<file path="config.mk">
export PLATFORM = sky130hd
export DESIGN_NAME = bbr_pos
export DESIGN_NICKNAME = d
export VERILOG_FILES = /design/src/hw/rtl/bbr_pkg.sv /design/src/hw/rtl/bbr_pos.sv
export SDC_FILE = /design/constraint.sdc
export NUM_CORES = 1
export LEC_CHECK = 0
export BUFFER_PORTS_ARGS = -buffer_cell sky130_fd_sc_hd__buf_2
export CORE_MARGIN = 2
export CORE_UTILIZATION = 52
export DETAILED_ROUTE_END_ITERATION = 16
export GPL_TIMING_DRIVEN = 0
export PLACE_DENSITY = 0.81
export SLEW_MARGIN = 10
export SYNTH_ARGS = -nofsm -noshare
export SYNTH_HDL_FRONTEND = slang
export SYNTH_SLANG_ARGS = --single-unit
</file>
<file path="constraint.sdc">
create_clock -name clk -period 9.99 [get_ports clk]
set_clock_uncertainty 0.1 [all_clocks]
set_input_delay 1.998 -clock clk [delete_from_list [all_inputs] [get_ports clk]]
set_output_delay 1.998 -clock clk [all_outputs]
set_load 0.005 [all_outputs]
</file>
<file path="src/hw/rtl/bbr_pkg.sv">
// Shared types, constants and helpers for the 3x3 RGBA box blur.
package bbr_pkg;

  localparam int CFG_W         = 11;
  localparam int CFG_IDX_W     = 1;
  localparam int CFG_RESET_DIM = 1024;

  localparam int DEF_MAX_WIDTH  = 1024;
  localparam int DEF_MAX_HEIGHT = 1024;

  localparam logic [CFG_IDX_W-1:0] CFG_IDX_WIDTH  = 1'b0;
  localparam logic [CFG_IDX_W-1:0] CFG_IDX_HEIGHT = 1'b1;

  localparam logic KIND_PIXEL = 1'b0;
  localparam logic KIND_FLUSH = 1'b1;

  // nine 8-bit samples need 12 bits
  localparam int SUM_W = 12;

  // floor(s / 9) == (s * 7282) >> 16 for every s below 2296
  localparam int                RECIP_W    = 13;
  localparam logic [RECIP_W-1:0] DIV9_RECIP = 13'd7282;
  localparam int                DIV9_SHIFT = 16;
  localparam int                PROD_W     = SUM_W + RECIP_W;

  typedef struct packed {
    logic       kind;
    logic [7:0] red_in;
    logic [7:0] green_in;
    logic [7:0] blue_in;
    logic [7:0] alpha_in;
  } in_item_t;

  typedef struct packed {
    logic [7:0] red_out;
    logic [7:0] green_out;
    logic [7:0] blue_out;
    logic [7:0] alpha_out;
    logic       frame_last;
  } out_item_t;

  typedef struct packed {
    logic [7:0] alpha;
    logic [7:0] blue;
    logic [7:0] green;
    logic [7:0] red;
  } pix_t;

  // one line-store word: the column's middle-row and upper-row pixels
  typedef struct packed {
    pix_t mid;
    pix_t top;
  } line_word_t;

  typedef struct packed {
    logic has_out;
    logic col_lo_ok;
    logic col_hi_ok;
    logic row_lo_ok;
    logic row_hi_ok;
    logic last;
  } tap_ctl_t;

  typedef struct packed {
    logic [SUM_W-1:0] red_sum;
    logic [SUM_W-1:0] green_sum;
    logic [SUM_W-1:0] blue_sum;
    logic [7:0]       alpha;
    logic             last;
  } blur_sum_t;

  function automatic logic [7:0] div9(input logic [SUM_W-1:0] s);
    logic [PROD_W-1:0] p;
    p = PROD_W'(s) * PROD_W'(DIV9_RECIP);
    return p[DIV9_SHIFT +: 8];
  endfunction

endpackage

</file>
<file path="src/hw/rtl/bbr_pos.sv">
// Frame geometry registers and raster position tracking with window tap control.
module bbr_pos #(
  parameter int MAX_WIDTH  = bbr_pkg::DEF_MAX_WIDTH,
  parameter int MAX_HEIGHT = bbr_pkg::DEF_MAX_HEIGHT
) (
  input  logic                           clk,
  input  logic                           rst_n,
  input  logic                           cfg_we,
  input  logic [bbr_pkg::CFG_IDX_W-1:0]  cfg_index,
  input  logic [bbr_pkg::CFG_W-1:0]      cfg_data,
  input  logic                           take,
  input  logic                           kind,
  output logic                           act,
  output logic                           drain,
  output logic [$clog2(MAX_WIDTH)-1:0]   col,
  output bbr_pkg::tap_ctl_t              ctl
);

  localparam int CW    = bbr_pkg::CFG_W;
  localparam int COL_W = $clog2(MAX_WIDTH);
  localparam int ROW_W = $clog2(MAX_HEIGHT + 2);
  localparam int MAX_A = (COL_W > ROW_W) ? COL_W : ROW_W;
  localparam int MAX_B = (MAX_A > CW) ? MAX_A : CW;
  localparam int EXT_W = MAX_B + 1;
  localparam int RST_WV = (bbr_pkg::CFG_RESET_DIM < MAX_WIDTH) ?
                          bbr_pkg::CFG_RESET_DIM : MAX_WIDTH;
  localparam int RST_HV = (bbr_pkg::CFG_RESET_DIM < MAX_HEIGHT) ?
                          bbr_pkg::CFG_RESET_DIM : MAX_HEIGHT;

  logic [CW-1:0]    width_r, width_nxt;
  logic [CW-1:0]    height_r, height_nxt;
  logic [COL_W-1:0] col_r, col_nxt;
  logic [ROW_W-1:0] row_r, row_nxt;

  logic [CW-1:0]    cfg_dim, width_clamped, height_clamped;
  logic [EXT_W-1:0] c_e, r_e, w_e, h_e, col_inc, cc, cr;

  always_comb begin
    cfg_dim        = (cfg_data == '0) ? CW'(1) : cfg_data;
    width_clamped  = (EXT_W'(cfg_dim) > EXT_W'(MAX_WIDTH))  ? CW'(MAX_WIDTH)  : cfg_dim;
    height_clamped = (EXT_W'(cfg_dim) > EXT_W'(MAX_HEIGHT)) ? CW'(MAX_HEIGHT) : cfg_dim;
  end

  always_comb begin
    c_e     = EXT_W'(col_r);
    r_e     = EXT_W'(row_r);
    w_e     = EXT_W'(width_r);
    h_e     = EXT_W'(height_r);
    col_inc = c_e + EXT_W'(1);

    // centre of the window trails the intake position by one row and one column
    if (c_e != '0) begin
      cc = c_e - EXT_W'(1);
      cr = r_e - EXT_W'(1);
    end else begin
      cc = w_e - EXT_W'(1);
      cr = r_e - EXT_W'(2);
    end

    drain = r_e >= h_e;
    act   = drain || (kind == bbr_pkg::KIND_PIXEL);

    ctl.has_out   = (r_e >= EXT_W'(2)) || ((r_e == EXT_W'(1)) && (c_e != '0));
    ctl.col_lo_ok = cc != '0;
    ctl.col_hi_ok = (cc + EXT_W'(1)) < w_e;
    ctl.row_lo_ok = cr != '0;
    ctl.row_hi_ok = (cr + EXT_W'(1)) < h_e;
    ctl.last      = ctl.has_out && (cc == w_e - EXT_W'(1)) && (cr == h_e - EXT_W'(1));

    col = col_r;
  end

  always_comb begin
    width_nxt  = width_r;
    height_nxt = height_r;
    col_nxt    = col_r;
    row_nxt    = row_r;
    if (cfg_we) begin
      // a geometry write restarts the frame
      case (cfg_index)
        bbr_pkg::CFG_IDX_WIDTH: begin
          width_nxt = width_clamped;
          col_nxt   = '0;
          row_nxt   = '0;
        end
        bbr_pkg::CFG_IDX_HEIGHT: begin
          height_nxt = height_clamped;
          col_nxt    = '0;
          row_nxt    = '0;
        end
        default: begin
        end
      endcase
    end else if (take && act) begin
      if (ctl.last) begin
        col_nxt = '0;
        row_nxt = '0;
      end else if (col_inc >= w_e) begin
        col_nxt = '0;
        row_nxt = row_r + ROW_W'(1);
      end else begin
        col_nxt = col_r + COL_W'(1);
      end
    end
  end

  always_ff @(posedge clk) begin
    if (!rst_n) begin
      width_r  <= CW'(RST_WV);
      height_r <= CW'(RST_HV);
      col_r    <= '0;
      row_r    <= '0;
    end else begin
      width_r  <= width_nxt;
      height_r <= height_nxt;
      col_r    <= col_nxt;
      row_r    <= row_nxt;
    end
  end

endmodule

</file>
==> impl_metrics.tcl, run 1 <==
set metrics [dict create \
    clock.fmax_ghz 0.140 \
    power_density_nw_per_um2 93.9 \
    die-area_um2 10200 \
    cts_sinks 43 \
    portBuffers 34 \
    vias_per_cell 5.99 \
    whs_ps 408 \
    slowest_stage "or4_1" \
    yosys.cell_types.count 63 \
    synthXorXnorAreaFrac_pct 13.9 \
    fin_crit_ps 7130 \
    grt_pass1_vias 4437 \
    ir_drop_uv 70.2 \
    pre_cts_ws_ps 3240 \
    crit_type "reg -> out" \
    num_rows 35 \
    cts_root_buf "clkbuf_8" \
    r2r-start "col[5]" \
    fin_cells 782 \
    rsz0062_at_grt "no" \
    cts_buffers 5 \
    critPathMaxStageDelay_ps 660 \
    clockBufferDepth 2 \
    htreeDepth 2 \
    syn_area_um2 4880 \
    fin_setup_tns_ps 0 \
    drc 0 \
    hold_class "reg -> reg" \
    ys_seq_area_share_pct 17.7 \
    synthAdderAreaFrac_pct 15.1 \
    postSynthAreaPerCell_um2 7.75 \
    maxSlewHeadroom_pct 40.1 \
    final_util_pct 57.9 \
    die_y_um 101 \
    synth_top_flop_cell "dfxtp_1" \
    cp-startpoint "col[9]" \
    dr.pass1.iters 5 \
    cap_violations 0 \
    critPathMaxFanout 10 \
    synth_cells 629 \
    antenna_left 0 \
    place.detailed.hpwl_um 10000 \
    placed_cells 774 \
    cp_cell_sequence "buf_4 -> or4_1 -> nor3_1 -> clkbuf_1 -> nor2_1 -> a21oi_1 -> ha_1 -> ha_1 -> nor2b_1 -> o21a_1 -> o21a_1 -> o21a_1 -> o21a_1 -> o21a_1 -> o21a_1 -> o21ai_0 -> a21oi_1 -> nor3_1 -> buf_2" \
    synth_async_sr_flop_share_pct 0 \
    grt_use_total_pct 25.0 \
    synth_edf_count 0 \
    fin_crit_sh_pct 71.4 \
    gp_congestion 0.949 \
    io_pins 35 \
    path_common_cell "o21a_1" \
    synthMuxAreaShare_pct 1.46 \
    cp-start-kind "register" \
    cts_hold_buffers 0 \
    power_uw 498 \
    post-route-cell-area_um2 5300 \
    cpLargestDelayFamily "simple AND/OR/NAND/NOR gates" \
    wire_per_inst_um 16.0 \
    cts_resized 0 \
    placed_area_um2 5190 \
    overflow 0 \
    synth_compound_area_share_pct 17.9 \
    layout_setup_ws_ps 2860 \
    clk_latency_ps 300 \
    finalHoldViolCount 0 \
    antenna_found_initial 0 \
    status "completed" \
    worst_pin_slew_ps 895 \
    wl_um 12500 \
    die_w_um 101 \
    syn_nets 705 \
    core-area_um2 9150 \
    synth_warnings 0 \
    hp-start "height_r[10]" \
    cp_num_buf_inv 3 \
    fin_nets 746 \
    most-common-layout-cells "ha_1 (59), xnor2_1 (52), nor2_1 (49)" \
    drive_gt1_share_pct 8.94 \
    clk_pin_slew_ps 80 \
    drt_iter0_drc 234 \
    grt_pass1_wl_um 20900 \
    cp.required_ps 7890 \
    initial_core_util_pct 53.3 \
    n_antenna_cell 0 \
    grt_max_degree 14 \
    slew_viol_final 0 \
    num_vias 4687 \
    cts_tree "built" \
    synth_seq_cells 43 \
    mostFrequentLayoutCell "ha_1" \
    synth_top_family_by_area "simple AND/OR/NAND/NOR gates" \
    post_cts_buffers 0 \
    crit_path_end_kind "primary output" \
    syn_to_final_growth_pct 8.75 \
    setup_viol 0 \
    yosys.area_share.simple_pct 28.1 \
    cp.arrival_ps 5030 \
    p_leak_nw 2.09 \
]
## layout make-up
class / count / area, µm²
plain buffers: 29 / 131
clock buffers: 6 / 82.6
clock inverters: 2 / 35.0
fillers: 855 / 3850
inverters: 40 / 150
multi-input cells: 517 / 3730
flip-flops and latches: 43 / 861
well taps: 111 / 139
repair buffers: 34 / 170
## cells in the mapped netlist (all sizes together), types with 14 or more instances
cell type	n	share of area, %
dfxtp	43	18
nor2	49	3.8
inv	40	3.1
nand2	40	3.1
xor2	23	4.1
a21oi	31	3.2
o21a	18	2.8
or4	14	2.2
o21ai	18	1.8
nand3b	15	2.4
nor2b	17	2.2
nor3	24	2.6
nand3	27	2.8
ha	59	15
xnor2	52	9.3
clkbuf	22	1.7
## cells by family (layout without fill, tap and decap cells)
family	Yosys count	in the layout
simple gates	246	246
mux	7	7
flops	43	43
buf+inv	69	111
fa+ha+maj	59	59
xor+xnor	76	76
compound gates	129	129
## layer usage
layer  share of wire (%)  vias to the layer above  GRT usage, %
met1                  46                     2204          31.4
met2                  49                      122          45.1
li1                    -                     2341             -
met3                 3.3                       20          1.94
met5                   0                        -             0
met4                 2.1                        0          7.90
## path summary, 6_finish.rpt
path                                     end  slack, ps  depth (start not counted)
worst max register to register      row_r[8]       5430                         13
worst min register to register  height_r[10]        410                          2
worst min-delay path            height_r[10]        410                          2
worst max-delay path                  ctl[3]       2860                         19
## registers in the layout, indices dropped and copies added, names as in the netlist
signal    flops
height_r     11
col          10
width_r      11
row_r        11
## power breakdown
group	switching (mW)	internal (mW)
Clock	0.0592	0.0809
Combinational	0.0985	0.0802
Sequential	0.00475	0.174
## worst min-delay path: cells and delay by family (launching register included)
kind | cells | cell delay, ps
flip-flops | 1 | 330
AND/OR/NAND/NOR | 2 | 130
Note: power is estimated with default switching activity, not from simulation.
==> run 2: changes to the inputs <==
--- a/config.mk
+++ b/config.mk
@@ -10,7 +10,7 @@
 export CORE_UTILIZATION = 52
 export DETAILED_ROUTE_END_ITERATION = 16
 export GPL_TIMING_DRIVEN = 0
-export PLACE_DENSITY = 0.81
+export PLACE_DENSITY = 0.84
 export SLEW_MARGIN = 10
 export SYNTH_ARGS = -nofsm -noshare
 export SYNTH_HDL_FRONTEND = slang
==> constraint.sdc (replaced) <==
create_clock -name clk -period 6.5 [get_ports clk]
set_clock_uncertainty 0.1 [all_clocks]
set_input_delay 1.3 -clock clk [delete_from_list [all_inputs] [get_ports clk]]
set_output_delay 1.3 -clock clk [all_outputs]
set_load 0.005 [all_outputs]
==> impl_metrics.tcl, run 2 (synthesized netlist as in run 1, its figures left out) <==
set metrics [dict create \
    top_regs "height_r: 11 flops, row_r: 11 flops, width_r: 11 flops" \
    portBuffers 34 \
    grt_use_total_pct 25.7 \
    cp.arrival_ps 4800 \
    die-area_um2 10200 \
    vias_per_cell 5.99 \
    grt_pass1_wl_um 21500 \
    intPower_uw 489 \
    fin_crit_ps 6200 \
    clockBufferDepth 2 \
    setup_viol 0 \
    cpLargestDelayFamily "compound AO/OA/AOI/OAI gates" \
    critPathMaxStageDelay_ps 660 \
    final_util_pct 57.8 \
    crit_type "reg -> out" \
    holdPathEnd "width_r[1]" \
    rsz0062_at_grt "no" \
    r2r-start "col[5]" \
    wl_um 12900 \
    dr.pass1.iters 5 \
    io_pins 35 \
    post_cts_buffers 0 \
    cp-start-kind "register" \
    clkPwrFrac_pct 25.4 \
    hold_path_depth 2 \
    hold_class "reg -> reg" \
    finalHoldViolCount 0 \
    cp_cell_sequence "buf_4 -> or4_1 -> nor3_2 -> clkbuf_1 -> nor2_1 -> a21oi_1 -> ha_1 -> ha_1 -> nor2b_1 -> o21a_1 -> o21a_1 -> o21a_1 -> o21a_1 -> o21a_1 -> o21a_1 -> o21ai_0 -> a21oi_1 -> nor3_1 -> buf_2" \
    num_rows 35 \
    r2r_end "row_r[8]" \
    place.detailed.hpwl_um 10300 \
    antenna_found_initial 0 \
    pwr-share-seq_pct 37.4 \
    cp.required_ps 5100 \
    antenna_left 0 \
    fin_crit_sh_pct 95.3 \
    grt_max_degree 13 \
    r2r_cells 13 \
    initial_core_util_pct 53.3 \
    p_comb_share_pct 37.2 \
    drt_iter0_drc 270 \
    gp_congestion 0.962 \
    num_vias 4685 \
    overflow 0 \
    crit_path_end_kind "primary output" \
    wire_per_inst_um 16.5 \
    n_antenna_cell 0 \
    fin_nets 746 \
    worst_pin_slew_ps 940 \
    grt_pass1_vias 4588 \
    p_leak_nw 2.09 \
    drive_gt1_share_pct 8.94 \
    mostFrequentLayoutCell "ha_1" \
    cts_sinks 43 \
    die_y_um 101 \
    clk_latency_ps 300 \
    cts_tree "built" \
    pre_cts_ws_ps 516 \
    clock.fmax_ghz 0.161 \
    critPathMaxFanout 10 \
    p_switching_uw 247 \
    power_density_nw_per_um2 139 \
    cp_num_buf_inv 3 \
    slowest_stage "or4_1" \
    die_w_um 101 \
    fin_setup_tns_ps 0 \
    path_common_cell "o21a_1" \
    whs_ps 408 \
    r2r_setup_slack_ps 1850 \
    most-common-layout-cells "ha_1 (59), xnor2_1 (52), nor2_1 (49)" \
    htreeDepth 2 \
    hp-start "width_r[1]" \
    cap_violations 0 \
    layout_setup_ws_ps 305 \
    fillCellCount 860 \
    cts_buffers 5 \
    cts_root_buf "clkbuf_8" \
    clk_pin_slew_ps 80 \
    placed_cells 774 \
    fin_cells 782 \
    drc 0 \
    maxSlewHeadroom_pct 37.0 \
    ir_drop_uv 74.1 \
    swShare_pct 33.6 \
    core-area_um2 9150 \
    slew_viol_final 0 \
    status "completed" \
    syn_to_final_growth_pct 8.49 \
]
==> run 2: changes by cell type in the layout (fill, tap and decap cells not counted), sizes merged <==
cell	previous run	this run
bufinv	1	0
clkbuf	28	30
clkinv	1	0
==> run 2: final cells by class <==
class	instances	area [µm²]	area share (%)
flip-flops and latches	43	861	16.3
multi-input cells	517	3740	70.7
well taps	111	139	2.62
repair buffers	34	170	3.22
plain buffers	29	131	2.48
inverters	40	150	2.84
clock buffers	8	100	1.89
==> run 2: per-layer routing <==
| metal | vias to the layer above | part of all wire [%] | GRT usage, % |
|---|---|---|---|
| li1 | 2338 | - | - |
| met1 | 2222 | 46 | 32.7 |
| met2 | 100 | 49 | 45.5 |
| met3 | 25 | 3.0 | 2.50 |
| met4 | 0 | 2.2 | 7.90 |
| met5 | - | 0 | 0 |
==> run 2: power by group through the flow <==
stage	sequential, mW	clock (mW)	combinational, mW
after floorplan	0.279	0	0.210
after global placement	0.281	0	0.258
after detailed placement	0.282	0	0.270
after CTS	0.275	0.188	0.272
after global routing	0.276	0.200	0.306
final	0.276	0.187	0.274
==> run 2: metrics by stage <==
step           total power [mW]  area (µm²)
2_1_floorplan             0.489        4880
3_3_place_gp              0.539        5190
3_5_place_dp              0.552        5190
4_1_cts                   0.736        5290
5_1_grt                   0.783        5290
6_report                  0.736        5290
==> run 2: worst max-delay path by stage <==
stage	start	to	cells past startpoint	slack, ps
CTS	col[9]	ctl[3]	19	150
floorplan	col[9]	ctl[3]	18	1180
global route	col[5]	ctl[3]	18	60
global placement	col[9]	ctl[3]	19	580
finish	col[9]	ctl[3]	19	300
detailed placement	col[9]	ctl[3]	19	520
==> run 2: repair_timing <==
action / in CTS / in global routing
endpoints found under the hold margin: 0 / 0
resized for setup: 0 / 1
hold buffers: 0 / 0
endpoints found under the setup margin: 0 / 1
==> run 2: worst register-to-register path, delay by kind of cell (launching register included) <==
kind,cells,cell delay [ps]
AND/OR/NAND/NOR,6,2380
buffers and inverters,2,600
AO/OA/AOI/OAI,3,570
adder cells (fa/ha/maj),1,360
flip-flops,1,330
multiplexers,1,240
